$ cat src/sv/rect_ovl_pkg.sv
// Package with the shared types and constants of the rectangle outline overlay.
`timescale 1ns / 1ps

package rect_ovl_pkg;

    // Register indexes on the configuration port (byte address is 4 * index).
    localparam logic [2:0] REG_LEFT   = 3'd0;
    localparam logic [2:0] REG_TOP    = 3'd1;
    localparam logic [2:0] REG_WIDTH  = 3'd2;
    localparam logic [2:0] REG_HEIGHT = 3'd3;
    localparam logic [2:0] REG_HITS   = 3'd4;
    localparam logic [2:0] REG_FORMAT = 3'd5;
    localparam logic [2:0] REG_COLOR  = 3'd6;

    // Pixel format codes.
    localparam logic [1:0] FMT_GRAY   = 2'd0;
    localparam logic [1:0] FMT_YUV422 = 2'd1;
    localparam logic [1:0] FMT_RGB    = 2'd2;

    // Byte lane codes.
    localparam logic [1:0] LANE_0 = 2'd0;
    localparam logic [1:0] LANE_1 = 2'd1;
    localparam logic [1:0] LANE_2 = 2'd2;

    localparam logic [9:0]  MIN_HITS    = 10'd5;
    localparam logic [23:0] COLOR_RESET = 24'hFF_FFFF;

    // Width of the coordinate arithmetic: holds left + width + border.
    localparam int COORD_W = 12;

    typedef struct packed {
        logic [9:0]  rect_left;
        logic [9:0]  rect_top;
        logic [10:0] rect_width;
        logic [10:0] rect_height;
        logic [9:0]  hit_count;
        logic [1:0]  pixel_format;
        logic [23:0] draw_color;
    } t_cfg;

endpackage

$ cat src/sv/rect_ovl_hit.sv
// Outline hit test: decides whether one byte lies on the rectangle outline.
`timescale 1ns / 1ps

module rect_ovl_hit
    import rect_ovl_pkg::*;
#(
    parameter int FRAME_WIDTH  = 320,
    parameter int FRAME_HEIGHT = 240
) (
    input  t_cfg       i_cfg,
    input  logic [9:0] i_pixel_col,
    input  logic [9:0] i_pixel_row,
    input  logic [1:0] i_byte_lane,
    output logic       o_hit
);

    logic [COORD_W-1:0] col, row, x, y, w, h, ext;
    logic [COORD_W-1:0] x_end, y_end;
    logic               lane_ok, enable;
    logic               in_cols, in_rows;
    logic               top_band, bot_band, left_band, right_band;

    assign col = COORD_W'(i_pixel_col);
    assign row = COORD_W'(i_pixel_row);
    assign x   = COORD_W'(i_cfg.rect_left);
    assign y   = COORD_W'(i_cfg.rect_top);
    assign w   = COORD_W'(i_cfg.rect_width);
    assign h   = COORD_W'(i_cfg.rect_height);

    // One past the last column and row of the rectangle.
    assign x_end = x + w;
    assign y_end = y + h;

    always_comb begin
        unique case (i_cfg.pixel_format)
            FMT_GRAY: begin
                lane_ok = (i_byte_lane == LANE_0);
                ext     = '0;
            end
            FMT_YUV422: begin
                lane_ok = (i_byte_lane == LANE_0) || (i_byte_lane == LANE_1);
                ext     = COORD_W'(2);
            end
            FMT_RGB: begin
                lane_ok = (i_byte_lane == LANE_0) || (i_byte_lane == LANE_1)
                       || (i_byte_lane == LANE_2);
                ext     = '0;
            end
            default: begin
                lane_ok = 1'b0;
                ext     = '0;
            end
        endcase
    end

    assign enable = lane_ok && (i_cfg.hit_count > MIN_HITS)
                 && (w != '0) && (h != '0)
                 && (x_end <= COORD_W'(FRAME_WIDTH))
                 && (y_end <= COORD_W'(FRAME_HEIGHT))
                 && (col < COORD_W'(FRAME_WIDTH))
                 && (row < COORD_W'(FRAME_HEIGHT));

    // The border bands extend outward; the offsets are added on the pixel side
    // so that nothing goes below zero.
    assign in_cols    = (col >= x) && (col < x_end);
    assign in_rows    = (row >= y) && (row < y_end);
    assign top_band   = (row + ext >= y) && (row <= y);
    assign bot_band   = (row + COORD_W'(1) >= y_end) && (row < y_end + ext);
    assign left_band  = (col + ext >= x) && (col <= x);
    assign right_band = (col + COORD_W'(1) >= x_end) && (col < x_end + ext);

    assign o_hit = enable && ((in_cols && (top_band || bot_band))
                           || (in_rows && (left_band || right_band)));

endmodule

$ cat src/sv/rectangle_outline_overlay_unit.sv
// Top level of the rectangle outline overlay: register port, pipeline and output.
`timescale 1ns / 1ps

// Frame bytes enter with their pixel column, row and byte lane, and leave one
// for one, in order, with any byte on the configured rectangle's outline
// replaced by that lane's color byte. The unit takes one request per clock
// unless the output stalls. A request passes an input register, the outline
// comparisons and an output register; ready passes through combinationally.
// Registers sit on an APB-style port at byte addresses 0x00 (left), 0x04
// (top), 0x08 (width), 0x0C (height), 0x10 (hit count), 0x14 (pixel format)
// and 0x18 (color), and should be written only while no request is in flight.

module rectangle_outline_overlay_unit
    import rect_ovl_pkg::*;
#(
    parameter int FRAME_WIDTH  = 320,
    parameter int FRAME_HEIGHT = 240
) (
    input  logic        i_clk,
    input  logic        i_rst_n,
    // Configuration port
    input  logic        psel,
    input  logic        penable,
    input  logic        pwrite,
    input  logic [4:0]  paddr,
    input  logic [31:0] pwdata,
    output logic [31:0] prdata,
    output logic        pready,
    // Input channel
    input  logic        i_in_valid,
    output logic        o_in_ready,
    input  logic [9:0]  i_pixel_col,
    input  logic [9:0]  i_pixel_row,
    input  logic [1:0]  i_byte_lane,
    input  logic [7:0]  i_byte_in,
    // Output channel
    output logic        o_out_valid,
    input  logic        i_out_ready,
    output logic [7:0]  o_byte_out,
    output logic        o_on_outline
);

    t_cfg        r_cfg;
    logic [2:0]  reg_idx;
    logic        cfg_write;

    logic        r_s1_valid;
    logic [9:0]  r_col, r_row;
    logic [1:0]  r_lane;
    logic [7:0]  r_byte;

    logic        r_out_valid;
    logic [7:0]  r_byte_out;
    logic        r_on_outline;

    logic        out_free, s1_advance, in_take;
    logic        hit;
    logic [7:0]  color_byte, n_byte_out;

    assign pready    = 1'b1;
    assign reg_idx   = paddr[4:2];
    assign cfg_write = psel && penable && pwrite;

    always_ff @(posedge i_clk) begin
        if (!i_rst_n) begin
            r_cfg.rect_left    <= '0;
            r_cfg.rect_top     <= '0;
            r_cfg.rect_width   <= '0;
            r_cfg.rect_height  <= '0;
            r_cfg.hit_count    <= '0;
            r_cfg.pixel_format <= FMT_GRAY;
            r_cfg.draw_color   <= COLOR_RESET;
        end else if (cfg_write) begin
            unique case (reg_idx)
                REG_LEFT:   r_cfg.rect_left    <= pwdata[9:0];
                REG_TOP:    r_cfg.rect_top     <= pwdata[9:0];
                REG_WIDTH:  r_cfg.rect_width   <= pwdata[10:0];
                REG_HEIGHT: r_cfg.rect_height  <= pwdata[10:0];
                REG_HITS:   r_cfg.hit_count    <= pwdata[9:0];
                REG_FORMAT: r_cfg.pixel_format <= pwdata[1:0];
                REG_COLOR:  r_cfg.draw_color   <= pwdata[23:0];
                default: ;
            endcase
        end
    end

    always_comb begin
        unique case (reg_idx)
            REG_LEFT:   prdata = 32'(r_cfg.rect_left);
            REG_TOP:    prdata = 32'(r_cfg.rect_top);
            REG_WIDTH:  prdata = 32'(r_cfg.rect_width);
            REG_HEIGHT: prdata = 32'(r_cfg.rect_height);
            REG_HITS:   prdata = 32'(r_cfg.hit_count);
            REG_FORMAT: prdata = 32'(r_cfg.pixel_format);
            REG_COLOR:  prdata = 32'(r_cfg.draw_color);
            default:    prdata = '0;
        endcase
    end

    // The output register frees up when empty or when its request is taken;
    // the input register moves forward whenever the output can accept.
    assign out_free   = !r_out_valid || i_out_ready;
    assign s1_advance = r_s1_valid && out_free;
    assign o_in_ready = !r_s1_valid || out_free;
    assign in_take    = i_in_valid && o_in_ready;

    always_ff @(posedge i_clk) begin
        if (!i_rst_n) begin
            r_s1_valid <= 1'b0;
        end else if (o_in_ready) begin
            r_s1_valid <= i_in_valid;
        end
    end

    always_ff @(posedge i_clk) begin
        if (in_take) begin
            r_col  <= i_pixel_col;
            r_row  <= i_pixel_row;
            r_lane <= i_byte_lane;
            r_byte <= i_byte_in;
        end
    end

    rect_ovl_hit #(
        .FRAME_WIDTH  (FRAME_WIDTH),
        .FRAME_HEIGHT (FRAME_HEIGHT)
    ) u_hit (
        .i_cfg       (r_cfg),
        .i_pixel_col (r_col),
        .i_pixel_row (r_row),
        .i_byte_lane (r_lane),
        .o_hit       (hit)
    );

    always_comb begin
        unique case (r_lane)
            LANE_0:  color_byte = r_cfg.draw_color[7:0];
            LANE_1:  color_byte = r_cfg.draw_color[15:8];
            LANE_2:  color_byte = r_cfg.draw_color[23:16];
            default: color_byte = r_byte;
        endcase
    end

    assign n_byte_out = hit ? color_byte : r_byte;

    always_ff @(posedge i_clk) begin
        if (!i_rst_n) begin
            r_out_valid <= 1'b0;
        end else if (out_free) begin
            r_out_valid <= r_s1_valid;
        end
    end

    always_ff @(posedge i_clk) begin
        if (s1_advance) begin
            r_byte_out   <= n_byte_out;
            r_on_outline <= hit;
        end
    end

    assign o_out_valid  = r_out_valid;
    assign o_byte_out   = r_byte_out;
    assign o_on_outline = r_on_outline;

endmodule
$ cat config.mk
export PLATFORM = sky130hd
export DESIGN_NAME = rectangle_outline_overlay_unit
export DESIGN_NICKNAME = d
export VERILOG_FILES = /design/src/sv/rect_ovl_pkg.sv /design/src/sv/rect_ovl_hit.sv /design/src/sv/rectangle_outline_overlay_unit.sv
export SDC_FILE = /design/constraint.sdc
export NUM_CORES = 1
export LEC_CHECK = 0
export BUFFER_PORTS_ARGS = -buffer_cell sky130_fd_sc_hd__buf_2
export CAP_MARGIN = 20
export CORE_ASPECT_RATIO = 1.2
export CORE_UTILIZATION = 54
export DETAILED_ROUTE_END_ITERATION = 12
export PLACE_DENSITY = 0.78
export SETUP_SLACK_MARGIN = 0.5
export SLEW_MARGIN = 20
export SYNTH_ARGS = -nofsm -noshare
export SYNTH_HDL_FRONTEND = slang
export SYNTH_SLANG_ARGS = --single-unit
$ cat constraint.sdc
create_clock -name i_clk -period 3.9 [get_ports i_clk]
set_input_delay 0.39 -clock i_clk [delete_from_list [all_inputs] [get_ports i_clk]]
set_output_delay 0.39 -clock i_clk [all_outputs]
set_load 0.1 [all_outputs]
==> flow_metrics.env <==
export IMPL_status="finished with violations"
export IMPL_violations="negative setup slack"
export IMPL_num_rows=53
export IMPL_synth_edff_count=39
export IMPL_die_h_microns=148
export IMPL_setup_slack_ns=-0.271
export IMPL_regToRegEndpoint="o_byte_out[4]"
export IMPL_drv_slew=0
export IMPL_met1Wirelength_microns=11500
export IMPL_crit_start="r_cfg[36]"
export IMPL_ys_flop_type="dfxtp_1"
export IMPL_initial_core_util_pct=55.0
export IMPL_grt_pass1_vias=9043
export IMPL_port_buffers=98
export IMPL_layout_drive_gt1_share_pct=30.0
export IMPL_synthArstFlopShare_pct=0
export IMPL_fillCellCount=1257
export IMPL_end_kind="flip-flop"
export IMPL_r2r_slack_ns=-0.27
export IMPL_gr_total_overflow=0
export IMPL_skew_ns=0.0118
export IMPL_synthCells=1064
export IMPL_wl_met3_microns=2040
export IMPL_reg2reg_depth=19
export IMPL_route_detailed_drc=0
export IMPL_required_ns=4.07
export IMPL_wire_per_inst_microns=20.0
export IMPL_clkSinkCount=119
export IMPL_via_per_inst=6.18
export IMPL_worstPathArrival_ns=4.35
export IMPL_syn_to_final_growth_pct=28.3
export IMPL_slew_headroom_pct=38.2
export IMPL_antenna_left=0
export IMPL_antenna_found_initial=0
export IMPL_crit_type="reg2reg"
export IMPL_finalCritPeriodShare_pct=107
export IMPL_ys_warn_count=0
export IMPL_finalNetCount=1479
export IMPL_dp_hpwl_microns=21600
export IMPL_multiInputGateArea_sq_um=6900
export IMPL_whs_ns=0.133
export IMPL_die_area_sq_um=18400
export IMPL_syn_area_sq_um=9640
export IMPL_yosysMostFrequentCell="ha_1"
export IMPL_peakVddDrop_v=0.000358
export IMPL_clk_latency_ns=0.43
export IMPL_ioPinCount=118
export IMPL_clock_path_buffers=2
export IMPL_synth_area_per_cell_sq_um=9.06
export IMPL_place_area_sq_um=11400
export IMPL_ctsHoldBuffers=0
export IMPL_n_antenna_cell=0
export IMPL_dieWidth_microns=124
export IMPL_yosysTopAreaCellShare_pct=16.6
export IMPL_cts_buffers=17
export IMPL_drv_cap=0
export IMPL_globalplace_congestion=0.982
export IMPL_drtPass1Iterations=6
export IMPL_start_kind="flip-flop"
export IMPL_rsz0062_at_grt="yes"
export IMPL_hold_path_class="in2reg"
export IMPL_final_cell_area_sq_um=12400
export IMPL_vias=9321
export IMPL_synth_largest_area_cell="dfxtp_1"
export IMPL_synth_common_cells="127 x ha_1, 124 x nand2_1, 80 x dfxtp_1, 55 x nand3_1, 54 x inv_1"
export IMPL_p_leak_uw=0.00517
export IMPL_drt_iter0_drc=742
export IMPL_synthTopCellsByArea="dfxtp_1 17%, ha_1 16%, edfxtp_1 12%"
export IMPL_ys_seq_elements=119
export IMPL_grt_pass1_wl_microns=46200
export IMPL_yosysSeqAreaShare_pct=28.8
export IMPL_tritoncts="done"
export IMPL_worstReg2RegStart="r_cfg[36]"
export IMPL_highest_layer="met4"
export IMPL_grt_max_degree=45
export IMPL_core_area_sq_um=17500
export IMPL_crit_fanout=8
export IMPL_synth_cell_type_count=85
export IMPL_cellPowerDensity_nw_per_um2=295
export IMPL_fmax_mhz=240
export IMPL_fin_crit_ns=4.17
export IMPL_hold_viol_final=0
export IMPL_clock_root_buffer="clkbuf_16"
export IMPL_totalWireLength_microns=30100
export IMPL_seqCellArea_sq_um=2780
export IMPL_cp_endpoint="o_byte_out[4]"
export IMPL_grt_usage_pct=32.9
export IMPL_wl_met2_microns=14800
export IMPL_p_total_uw=3650
export IMPL_tightest_slew_ns=0.927
export IMPL_finalSetupViolCount=8
export IMPL_htree_levels=4
export IMPL_path_clk_slew_ns=0.07
## report_power, final
group | internal [uW] | switching (uW)
Combinational | 221 | 413
Sequential | 1310 | 34.7
Clock | 972 | 692
Total | 2510 | 1140
## cells by family after synthesis
family / count (synthesis) / synth area share, %
XOR/XNOR: 54 / 5.14
multiplexers: 65 / 8.48
adder cells (fa/ha/maj): 129 / 16.9
AO/OA/AOI/OAI: 224 / 17.1
buffers and inverters: 110 / 4.75
flip-flops: 119 / 28.8
AND/OR/NAND/NOR: 361 / 18.8
other: 2 / 0.0779
## layout by cell type, fill, tap and decap left out, types with 5 or more instances in the layout
master / n
xnor2_1: 26
and3_1: 25
nor2b_1: 48
ha_4: 10
a21oi_1: 36
o211ai_1: 11
inv_1: 51
nor2_1: 39
nand2_1: 122
inv_8: 5
buf_4: 142
ha_1: 113
o21a_1: 20
nor3_1: 9
buf_2: 98
nand3_1: 54
o21ai_1: 8
nand4_1: 13
edfxtp_1: 39
nor4_1: 8
mux2i_1: 40
a21oi_2: 6
xor2_1: 17
mux4_2: 12
a22oi_1: 14
dfxtp_1: 74
conb_1: 9
a21o_1: 13
mux2_2: 9
o22ai_1: 7
and4_1: 5
clkbuf_16: 17
o21ai_0: 21
a21boi_0: 24
a211oi_1: 6
dfxtp_2: 5
## per-stage QoR
step | setup slack [ns] | TNS (ns) | instances | utilization [%]
floorplan | -0.178 | -1.38 | 1071 | -
detailed placement | -0.299 | -2.25 | 1472 | 65.2
global placement | -0.230 | -1.80 | 1472 | 65.2
global route | -0.397 | -3.03 | 1509 | 70.6
finish | -0.271 | -2.01 | 1509 | 70.6
CTS | -0.234 | -1.75 | 1508 | 69.2
## worst min path at each step
stage | from | to | slack (ns) | depth (start not counted)
global placement | r_cfg[18] | r_cfg[18] | 0.46 | 2
finish | i_byte_in[6] | r_byte[6] | 0.13 | 1
floorplan | r_cfg[16] | r_cfg[16] | 0.45 | 2
global route | i_byte_lane[0] | r_lane[0] | 0.12 | 1
CTS | i_byte_in[6] | r_byte[6] | 0.12 | 1
detailed placement | r_cfg[20] | r_cfg[20] | 0.48 | 2
## layout make-up
class	instances	area share [%]
clock inverters	15	1.49
multi-input cells	842	55.8
flip-flops and latches	119	22.5
well taps	220	2.23
clock buffers	17	3.44
repair buffers	242	12.9
inverters	54	1.64
## flip-flops by register name, indices dropped and copies added, names as in the netlist
register / count
o_out_valid: 1
o_on_outline: 1
r_s1_valid: 1
r_row: 10
r_byte: 8
r_col: 10
r_lane: 2
r_cfg: 78
o_byte_out: 8
## routing by layer
metal | track usage [%] | up-vias
li1 | - | 4309
met3 | 5.44 | 118
met1 | 38.9 | 4407
met4 | 20.7 | 0
met2 | 54.9 | 487
met5 | 0 | -
## worst max-delay path, stage by stage (launching register included)
cell and delay (ns):
dfxtp_2 0.35, ha_4 0.14, inv_2 0.04, fa_2 0.53, inv_2 0.05, ha_4 0.16, and2_4 0.13, and2_4 0.17
xnor2_4 0.17, ha_4 0.21, o21a_1 0.18, o21ai_1 0.12, a21oi_1 0.06, o21a_1 0.17, o211ai_1 0.18, a21oi_1 0.10
a21o_1 0.21, a2111oi_4 0.41, buf_12 0.19, mux2_2 0.33
## what timing repair did
action                     CTS  global route
setup endpoints to repair    9             9
resized for setup           13            40
pin swaps                   15            20
buffers inserted             4             1
Power figures use the tool's default switching activity.
